===== src/hw/rtl/iirdf1_pkg.sv =====
`timescale 1ns / 1ps
`default_nettype none

package iirdf1_pkg;

  localparam int SAMPLE_W   = 24;
  localparam int COEF_W     = 18;
  localparam int FRAC_BITS  = 14;
  localparam int PROD_W     = SAMPLE_W + COEF_W;
  localparam int ACC_W      = PROD_W + 4;
  localparam int RND_W      = ACC_W - FRAC_BITS;
  localparam int HIST_DEPTH = 3;
  localparam int CFG_IDX_W  = 3;

  typedef logic signed [SAMPLE_W-1:0] sample_t;
  typedef logic signed [COEF_W-1:0]   coef_t;
  typedef logic signed [PROD_W-1:0]   prod_t;
  typedef logic signed [ACC_W-1:0]    acc_t;
  typedef logic [CFG_IDX_W-1:0]       cfg_idx_t;

  localparam coef_t COEF_ONE = coef_t'(1 << FRAC_BITS);
  localparam acc_t  RND_HALF = acc_t'(1 << (FRAC_BITS - 1));

  localparam cfg_idx_t REG_FF_COEF_0 = 3'd0;
  localparam cfg_idx_t REG_FF_COEF_1 = 3'd1;
  localparam cfg_idx_t REG_FF_COEF_2 = 3'd2;
  localparam cfg_idx_t REG_FF_COEF_3 = 3'd3;
  localparam cfg_idx_t REG_FB_COEF_1 = 3'd4;
  localparam cfg_idx_t REG_FB_COEF_2 = 3'd5;
  localparam cfg_idx_t REG_FB_COEF_3 = 3'd6;

  typedef enum logic [1:0] {
    ST_IDLE,
    ST_MAC,
    ST_ACC,
    ST_RND
  } state_t;

  typedef struct packed {
    logic mul_en;
    logic acc_clr;
    logic acc_en;
  } mac_ctl_t;

endpackage

`default_nettype wire


===== src/hw/rtl/iirdf1_mac.sv =====
`timescale 1ns / 1ps
`default_nettype none

module iirdf1_mac (
  input  logic                clk,
  input  iirdf1_pkg::mac_ctl_t ctl,
  input  iirdf1_pkg::coef_t   coef,
  input  iirdf1_pkg::sample_t data,
  output iirdf1_pkg::sample_t y,
  output logic                sat
);

  iirdf1_pkg::prod_t mul;
  iirdf1_pkg::prod_t prod_r;
  iirdf1_pkg::acc_t  acc_r;
  iirdf1_pkg::acc_t  acc_nxt;
  iirdf1_pkg::acc_t  rnd_sum;
  logic signed [iirdf1_pkg::RND_W-1:0] rnd_q;
  logic ovf_pos;
  logic ovf_neg;

  assign mul = coef * data;

  always_comb begin
    acc_nxt = acc_r;
    if (ctl.acc_clr) begin
      acc_nxt = '0;
    end else if (ctl.acc_en) begin
      acc_nxt = acc_r + iirdf1_pkg::acc_t'(prod_r);
    end
  end

  always_ff @(posedge clk) begin
    if (ctl.mul_en) begin
      prod_r <= mul;
    end
    acc_r <= acc_nxt;
  end

  // round half up, then floor by shifting out the fraction
  assign rnd_sum = acc_r + iirdf1_pkg::RND_HALF;
  assign rnd_q   = rnd_sum[iirdf1_pkg::ACC_W-1:iirdf1_pkg::FRAC_BITS];

  assign ovf_pos = !rnd_q[iirdf1_pkg::RND_W-1] &&
                   (|rnd_q[iirdf1_pkg::RND_W-2:iirdf1_pkg::SAMPLE_W-1]);
  assign ovf_neg = rnd_q[iirdf1_pkg::RND_W-1] &&
                   !(&rnd_q[iirdf1_pkg::RND_W-2:iirdf1_pkg::SAMPLE_W-1]);

  always_comb begin
    if (ovf_pos) begin
      y = {1'b0, {(iirdf1_pkg::SAMPLE_W-1){1'b1}}};
    end else if (ovf_neg) begin
      y = {1'b1, {(iirdf1_pkg::SAMPLE_W-1){1'b0}}};
    end else begin
      y = rnd_q[iirdf1_pkg::SAMPLE_W-1:0];
    end
  end

  assign sat = ovf_pos || ovf_neg;

endmodule

`default_nettype wire


===== src/hw/rtl/iir_direct_form_one_filter.sv =====
`timescale 1ns / 1ps
`default_nettype none

// Channel   Direction  Handshake                Payload
// in_       input      in_valid / in_ready      in_sample_in
// out_      output     out_valid / out_ready    out_sample_out, out_saturated
// cfg_      input      cfg_wr_en                cfg_index, cfg_data
//
// Each sample takes one multiply per tap, the first in the accept cycle (IDLE state),
// the rest in the MAC state; then the ACC state closes the sum and the RND state rounds.
// A new sample is accepted only once the filter is back in IDLE after write-back.
// in_ready is high only while idle. A result waits in the output register;
// a stalled out_ready holds the next result, and its history write, back.
// Reset clears the histories, loads default coefficients and empties the output.

module iir_direct_form_one_filter #(
  parameter int FF_ORDER = 3,
  parameter int FB_ORDER = 3
) (
  input  logic                     clk,
  input  logic                     rst_n,
  input  logic                     in_valid,
  output logic                     in_ready,
  input  iirdf1_pkg::sample_t      in_sample_in,
  output logic                     out_valid,
  input  logic                     out_ready,
  output iirdf1_pkg::sample_t      out_sample_out,
  output logic                     out_saturated,
  input  logic                     cfg_wr_en,
  input  iirdf1_pkg::cfg_idx_t     cfg_index,
  input  iirdf1_pkg::coef_t        cfg_data
);

  localparam int NTAPS = 1 + FF_ORDER + FB_ORDER;
  localparam int TAP_W = $clog2(NTAPS);

  iirdf1_pkg::state_t   state_r, state_nxt;
  logic [TAP_W-1:0]     tap_r, tap_nxt;
  logic                 tap_last;
  iirdf1_pkg::sample_t  x_r;
  iirdf1_pkg::coef_t    ff_coef_r [0:FF_ORDER];
  iirdf1_pkg::coef_t    fb_coef_r [1:FB_ORDER];
  iirdf1_pkg::sample_t  in_hist_r  [0:iirdf1_pkg::HIST_DEPTH-1];
  iirdf1_pkg::sample_t  out_hist_r [0:iirdf1_pkg::HIST_DEPTH-1];
  logic                 out_valid_r, out_valid_nxt;
  iirdf1_pkg::sample_t  out_sample_r;
  logic                 out_sat_r;
  iirdf1_pkg::mac_ctl_t mac_ctl;
  iirdf1_pkg::coef_t    op_coef;
  iirdf1_pkg::sample_t  op_data;
  iirdf1_pkg::sample_t  mac_y;
  logic                 mac_sat;
  logic                 accept;
  logic                 wb;

  assign accept   = in_valid && in_ready;
  assign tap_last = (tap_r == TAP_W'(NTAPS - 1));

  always_comb begin
    state_nxt = state_r;
    unique case (state_r)
      iirdf1_pkg::ST_IDLE: if (in_valid) state_nxt = iirdf1_pkg::ST_MAC;
      iirdf1_pkg::ST_MAC:  if (tap_last) state_nxt = iirdf1_pkg::ST_ACC;
      iirdf1_pkg::ST_ACC:  state_nxt = iirdf1_pkg::ST_RND;
      iirdf1_pkg::ST_RND:  if (!out_valid_r || out_ready) state_nxt = iirdf1_pkg::ST_IDLE;
      default:             state_nxt = iirdf1_pkg::ST_IDLE;
    endcase
  end

  always_comb begin
    in_ready = 1'b0;
    mac_ctl  = '0;
    wb       = 1'b0;
    tap_nxt  = tap_r;
    unique case (state_r)
      iirdf1_pkg::ST_IDLE: begin
        in_ready        = 1'b1;
        mac_ctl.mul_en  = in_valid;
        mac_ctl.acc_clr = in_valid;
        tap_nxt         = TAP_W'(1);
      end
      iirdf1_pkg::ST_MAC: begin
        mac_ctl.mul_en = 1'b1;
        mac_ctl.acc_en = 1'b1;
        tap_nxt        = tap_r + TAP_W'(1);
      end
      iirdf1_pkg::ST_ACC: begin
        mac_ctl.acc_en = 1'b1;
      end
      iirdf1_pkg::ST_RND: begin
        wb = !out_valid_r || out_ready;
      end
      default: begin
        in_ready = 1'b0;
      end
    endcase
  end

  // operand select: current sample, input history, then output history
  always_comb begin
    op_coef = ff_coef_r[0];
    op_data = in_sample_in;
    for (int i = 1; i <= FF_ORDER; i++) begin
      if (state_r == iirdf1_pkg::ST_MAC && tap_r == TAP_W'(i)) begin
        op_coef = ff_coef_r[i];
        op_data = in_hist_r[i-1];
      end
    end
    for (int j = 1; j <= FB_ORDER; j++) begin
      if (state_r == iirdf1_pkg::ST_MAC && tap_r == TAP_W'(FF_ORDER + j)) begin
        op_coef = fb_coef_r[j];
        op_data = out_hist_r[j-1];
      end
    end
  end

  iirdf1_mac u_mac (
    .clk  (clk),
    .ctl  (mac_ctl),
    .coef (op_coef),
    .data (op_data),
    .y    (mac_y),
    .sat  (mac_sat)
  );

  always_comb begin
    out_valid_nxt = out_valid_r;
    if (wb) begin
      out_valid_nxt = 1'b1;
    end else if (out_ready) begin
      out_valid_nxt = 1'b0;
    end
  end

  always_ff @(posedge clk) begin
    if (!rst_n) begin
      state_r     <= iirdf1_pkg::ST_IDLE;
      tap_r       <= '0;
      out_valid_r <= 1'b0;
    end else begin
      state_r     <= state_nxt;
      tap_r       <= tap_nxt;
      out_valid_r <= out_valid_nxt;
    end
  end

  always_ff @(posedge clk) begin
    if (!rst_n) begin
      ff_coef_r[0] <= iirdf1_pkg::COEF_ONE;
      for (int i = 1; i <= FF_ORDER; i++) begin
        ff_coef_r[i] <= '0;
      end
      for (int j = 1; j <= FB_ORDER; j++) begin
        fb_coef_r[j] <= '0;
      end
    end else if (cfg_wr_en) begin
      for (int i = 0; i <= FF_ORDER; i++) begin
        if (cfg_index == iirdf1_pkg::REG_FF_COEF_0 + iirdf1_pkg::cfg_idx_t'(i)) begin
          ff_coef_r[i] <= cfg_data;
        end
      end
      for (int j = 1; j <= FB_ORDER; j++) begin
        if (cfg_index == iirdf1_pkg::REG_FB_COEF_1 + iirdf1_pkg::cfg_idx_t'(j - 1)) begin
          fb_coef_r[j] <= cfg_data;
        end
      end
    end
  end

  always_ff @(posedge clk) begin
    if (!rst_n) begin
      for (int k = 0; k < iirdf1_pkg::HIST_DEPTH; k++) begin
        in_hist_r[k]  <= '0;
        out_hist_r[k] <= '0;
      end
    end else if (wb) begin
      for (int k = iirdf1_pkg::HIST_DEPTH - 1; k > 0; k--) begin
        in_hist_r[k]  <= in_hist_r[k-1];
        out_hist_r[k] <= out_hist_r[k-1];
      end
      in_hist_r[0]  <= x_r;
      out_hist_r[0] <= mac_y;
    end
  end

  always_ff @(posedge clk) begin
    if (accept) begin
      x_r <= in_sample_in;
    end
    if (wb) begin
      out_sample_r <= mac_y;
      out_sat_r    <= mac_sat;
    end
  end

  assign out_valid      = out_valid_r;
  assign out_sample_out = out_sample_r;
  assign out_saturated  = out_sat_r;

endmodule

`default_nettype wire


===== config.mk =====
export PLATFORM = sky130hd
export DESIGN_NAME = iir_direct_form_one_filter
export DESIGN_NICKNAME = d
export VERILOG_FILES = /design/src/hw/rtl/iirdf1_pkg.sv /design/src/hw/rtl/iirdf1_mac.sv /design/src/hw/rtl/iir_direct_form_one_filter.sv
export SDC_FILE = /design/constraint.sdc
export NUM_CORES = 2
export LEC_CHECK = 0
export BUFFER_PORTS_ARGS = -buffer_cell sky130_fd_sc_hd__buf_4
export CAP_MARGIN = 25
export CORE_ASPECT_RATIO = 1.25
export CORE_MARGIN = 2
export CORE_UTILIZATION = 30
export CTS_BUF_LIST = sky130_fd_sc_hd__clkbuf_4
export CTS_CLUSTER_SIZE = 40
export DETAILED_ROUTE_END_ITERATION = 10
export MAX_ROUTING_LAYER = met4
export PLACE_DENSITY_LB_ADDON = 0.15
export SYNTH_ARGS = -nofsm -noshare
export SYNTH_HDL_FRONTEND = slang
export SYNTH_SLANG_ARGS = --single-unit

===== constraint.sdc =====
create_clock -name clk -period 7.7 [get_ports clk]
set_input_delay 1.155 -clock clk [delete_from_list [all_inputs] [get_ports clk]]
set_output_delay 1.155 -clock clk [all_outputs]
set_load 0.005 [all_outputs]

==> run summary <==
Status - finished with violations
Failing checks - negative setup slack
Clock Latency Late Sink - 1.00 ns
Worst Skew - 0.1156 ns
Final net count - 4732
Register Area - 0.01189 mm²
Clock-pin slew on the worst setup and hold paths - 0.07 ns
Worst flop-to-flop path startpoint - tap_r[0]$_SDFFE_PN0P_
CTS root buffer - clkbuf_4
Max Clk Rate - 123.0 MHz
Gr usage total - 18.42%
Synth Net Count - 4206
Share of flip-flops with an asynchronous set or reset - 0%
Mapped Cells - 3570
Detailed Place HPWL - 84.53 mm
Simple-Gate Fraction of Synth Area - 15.34%
Final non-filler cell area - 0.04544 mm²
Gr ovfl total - 0
Hold path cells - 1
Drt pass-1 iters - 5
Layout area overhead - 27.03%
Max_cap viols - 0
CP Launch Type - flip-flop
Final WL - 109.2 mm
Endpoints failing setup - 19
Initial antenna violation count - 2
Worst path arrival time - 8.88 ns
Via count - 26799
# DRC - 0
CTS tree - yes
Mapped Area - 0.03577 mm²
Register bit total from synthesis - 413
First DRT Iteration DRCs - 1334
Fin crit share - 105.6%
Reg2reg end - u_mac.prod_r[39]$_DFFE_PP_
Pin count of the biggest net entering global routing - 102
Mux contribution to synthesized area - 1.819%
Slowest stage delay, CP - 0.59 ns
Crit path required time - 8.45 ns
Total CTS buffers - 116
Port Buffers - 76
Pins over their slew limit - 0
Mapped Avg Cell Area - 10.02 µm²
Die W - 312.9 µm
I/O pin count - 77
Worst path most repeated cell - fa_1
Min cycle time layout - 8.130 ns
Worst-path fanout max - 11
Slew HR - 32.93%
CP Class - flip-flop to flip-flop
Hold Crit Start - in_sample_in[11]
Worst-margin pin slew - 1.005 ns
Hold Path Sink - x_r[11]$_DFFE_PP_
Core Area - 0.1182 mm²
Routed Antenna Nets - 0
TNS Setup - -5.400 ns
Cell Area, Placed - 0.04154 mm²
Post-synth EDFFs - 361
Top FF cell, synth - edfxtp_1
Multi-input gate area - 0.02250 mm²
Initial Util - 30.27%
Netlist cell types - 73
Htree depth - 3
CP max-delay cell - fa_1
Die Y - 390.1 µm
Clock Tree Buf Depth - 3
R2R depth - 34
Final Hold Viols - 0
Clock sink count - 413
Rows - 141
CTS Hold Bufs - 0
Via density - 4.638
Die footprint - 0.1220 mm²
Synth Area in Compound Gates - 10.04%
Seq/Total Area, Yosys - 33.21%
Post-Synth Adder-Cell Area - 29.43%
RSZ-0062 raised after global routing - yes
Hold Crit Class - primary input to flip-flop
Layout cells sized above 1 - 25.71%
Fill count - 12023
R2R Setup Slk - -0.43 ns
RD Place Congestion - 0.8888
YS warnings - 0
Routed len/inst - 18.91 µm
Post-synthesis xor/xnor area fraction - 2.567%
Main combinational cell family by area after synthesis - adder cells
Crit path capture type - flip-flop
First-pass GRT wire length - 167.1 mm
Setup WS post-layout - -0.4296 ns
Vias in the first global route - 28047
==> critical path, delay by kind of cell (launching register included) <==
| family | cells | cell delay (ns) |
|---|---|---|
| mux | 1 | 0.16 |
| xor+xnor | 1 | 0.14 |
| buf+inv | 9 | 1.17 |
| fa+ha+maj | 8 | 3.46 |
| flops | 1 | 0.37 |
| compound gates | 11 | 1.96 |
| simple gates | 4 | 0.58 |
==> stage by stage <==
| stage | hold WS, ns | util, % | cells | setup slack (ns) |
|---|---|---|---|---|
| floorplan | 0.4453 | - | 3570 | -0.001080 |
| global placement | 0.4534 | 35.07 | 5456 | -0.8067 |
| detailed placement | 0.4643 | 35.14 | 5461 | -0.8296 |
| CTS | 0.2547 | 37.77 | 5741 | -0.4180 |
| global route | 0.2571 | 38.45 | 5777 | -0.7252 |
| finish | 0.3483 | 38.45 | 5778 | -0.4296 |
==> state kept, by name, summed over array words and instances (netlist names), 3 cells and up <==
| register | cells |
|---|---|
| ff_coef_r | 72 |
| in_hist_r | 72 |
| out_hist_r | 72 |
| fb_coef_r | 54 |
| u_mac.acc_r | 46 |
| u_mac.prod_r | 42 |
| out_sample_out | 24 |
| x_r | 24 |
| tap_r | 3 |
==> synthesized netlist by cell type, types with 5 or more instances <==
| library cell | instances | share of area (%) |
|---|---|---|
| o31ai_1 | 7 | 0.15 |
| a21oi_1 | 175 | 2.4 |
| nand2b_1 | 20 | 0.35 |
| buf_2 | 25 | 0.35 |
| xnor2_1 | 62 | 1.5 |
| nor3_1 | 25 | 0.35 |
| o21ai_1 | 26 | 0.36 |
| nand4_1 | 18 | 0.31 |
| or2_2 | 6 | 0.10 |
| nand2_1 | 373 | 3.9 |
| nand3_1 | 30 | 0.42 |
| dfxtp_1 | 52 | 2.9 |
| nor2_1 | 272 | 2.9 |
| fa_1 | 426 | 24 |
| a211oi_1 | 98 | 2.1 |
| a21o_1 | 44 | 0.92 |
| o22ai_1 | 5 | 0.087 |
| and2_1 | 326 | 5.7 |
| o21ai_2 | 22 | 0.54 |
| xor2_1 | 41 | 1.0 |
| and3_1 | 19 | 0.33 |
| o21ai_0 | 95 | 1.3 |
| clkbuf_1 | 107 | 1.1 |
| nor2b_1 | 17 | 0.30 |
| mux2i_1 | 65 | 1.8 |
| o221ai_1 | 5 | 0.12 |
| o21bai_1 | 9 | 0.19 |
| ha_1 | 160 | 5.6 |
| o211ai_1 | 6 | 0.13 |
| edfxtp_1 | 361 | 30 |
| buf_1 | 20 | 0.21 |
| a31oi_1 | 10 | 0.17 |
| o21a_1 | 29 | 0.61 |
| inv_1 | 539 | 5.7 |
==> cell type report <==
type,count,area share (%)
multi-input cells,2455,49.51
flip-flops and latches,413,26.16
repair buffers,570,12.09
inverters,540,4.468
well taps,1573,4.331
clock buffers,169,2.792
clock inverters,49,0.6002
diodes,9,0.04956
==> cells by family (layout without fill, tap and decap cells) <==
family                   count (synthesis)  after routing
AND/OR/NAND/NOR                       1134           1134
XOR/XNOR                               104            104
multiplexers                            65             65
buffers and inverters                  702           1328
flip-flops                             413            413
AO/OA/AOI/OAI                          566            566
other                                    0              9
adder cells (fa/ha/maj)                586            586
==> routing by layer <==
metal  vias up  global-route usage [%]  part of all wire, %
met3       149                   2.119                  3.5
met1     13363                   22.22                   42
met2       507                   32.13                   51
met4         0                   5.724                  3.4
met5         -                       -                    0
li1      12780                       -                    -
==> layout by cell type (no fill, tap or decap), types with 19 or more instances in the layout <==
cell type,synthesis,routed
a211oi_1,98,34
a211oi_2,0,61
a21o_1,44,44
a21oi_1,175,131
a21oi_2,0,41
and2_1,326,323
buf_12,0,67
buf_4,4,449
buf_6,4,38
clkbuf_4,0,169
clkinv_1,0,36
dfxtp_1,52,48
edfxtp_1,361,361
fa_1,426,403
fa_2,0,23
ha_1,160,137
ha_4,0,19
inv_1,539,520
inv_2,1,19
mux2i_1,65,55
nand2_1,373,361
nand3_1,30,28
nor2_1,272,265
nor3_1,25,24
o21a_1,29,20
o21ai_0,95,65
o21ai_2,22,58
xnor2_1,62,59
xor2_1,41,40
==> how the worst max path moves through the flow <==
stage                                     start                    endpoint  slack, ns  cells past startpoint
after floorplan                in_sample_in[14]  u_mac.prod_r[38]$_DFFE_PP_     -0.001                     30
after global placement          in_sample_in[7]  u_mac.prod_r[39]$_DFFE_PP_      -0.81                     32
after detailed placement        in_sample_in[7]  u_mac.prod_r[39]$_DFFE_PP_      -0.83                     32
after CTS                 tap_r[1]$_SDFFE_PN0P_  u_mac.prod_r[39]$_DFFE_PP_      -0.42                     36
after global routing      tap_r[0]$_SDFFE_PN0P_  u_mac.prod_r[39]$_DFFE_PP_      -0.73                     34
final                     tap_r[0]$_SDFFE_PN0P_  u_mac.prod_r[39]$_DFFE_PP_      -0.43                     34
==> repair_timing <==
item	CTS	global route
cloned	9	3
setup buffers	53	23
gates resized for setup	187	138
setup endpoints to repair	22	25
pin swaps	90	78
Power is left out: the tool's default activity adds up to more than one toggle a clock period on the data nets, which glitch-free logic cannot reach.
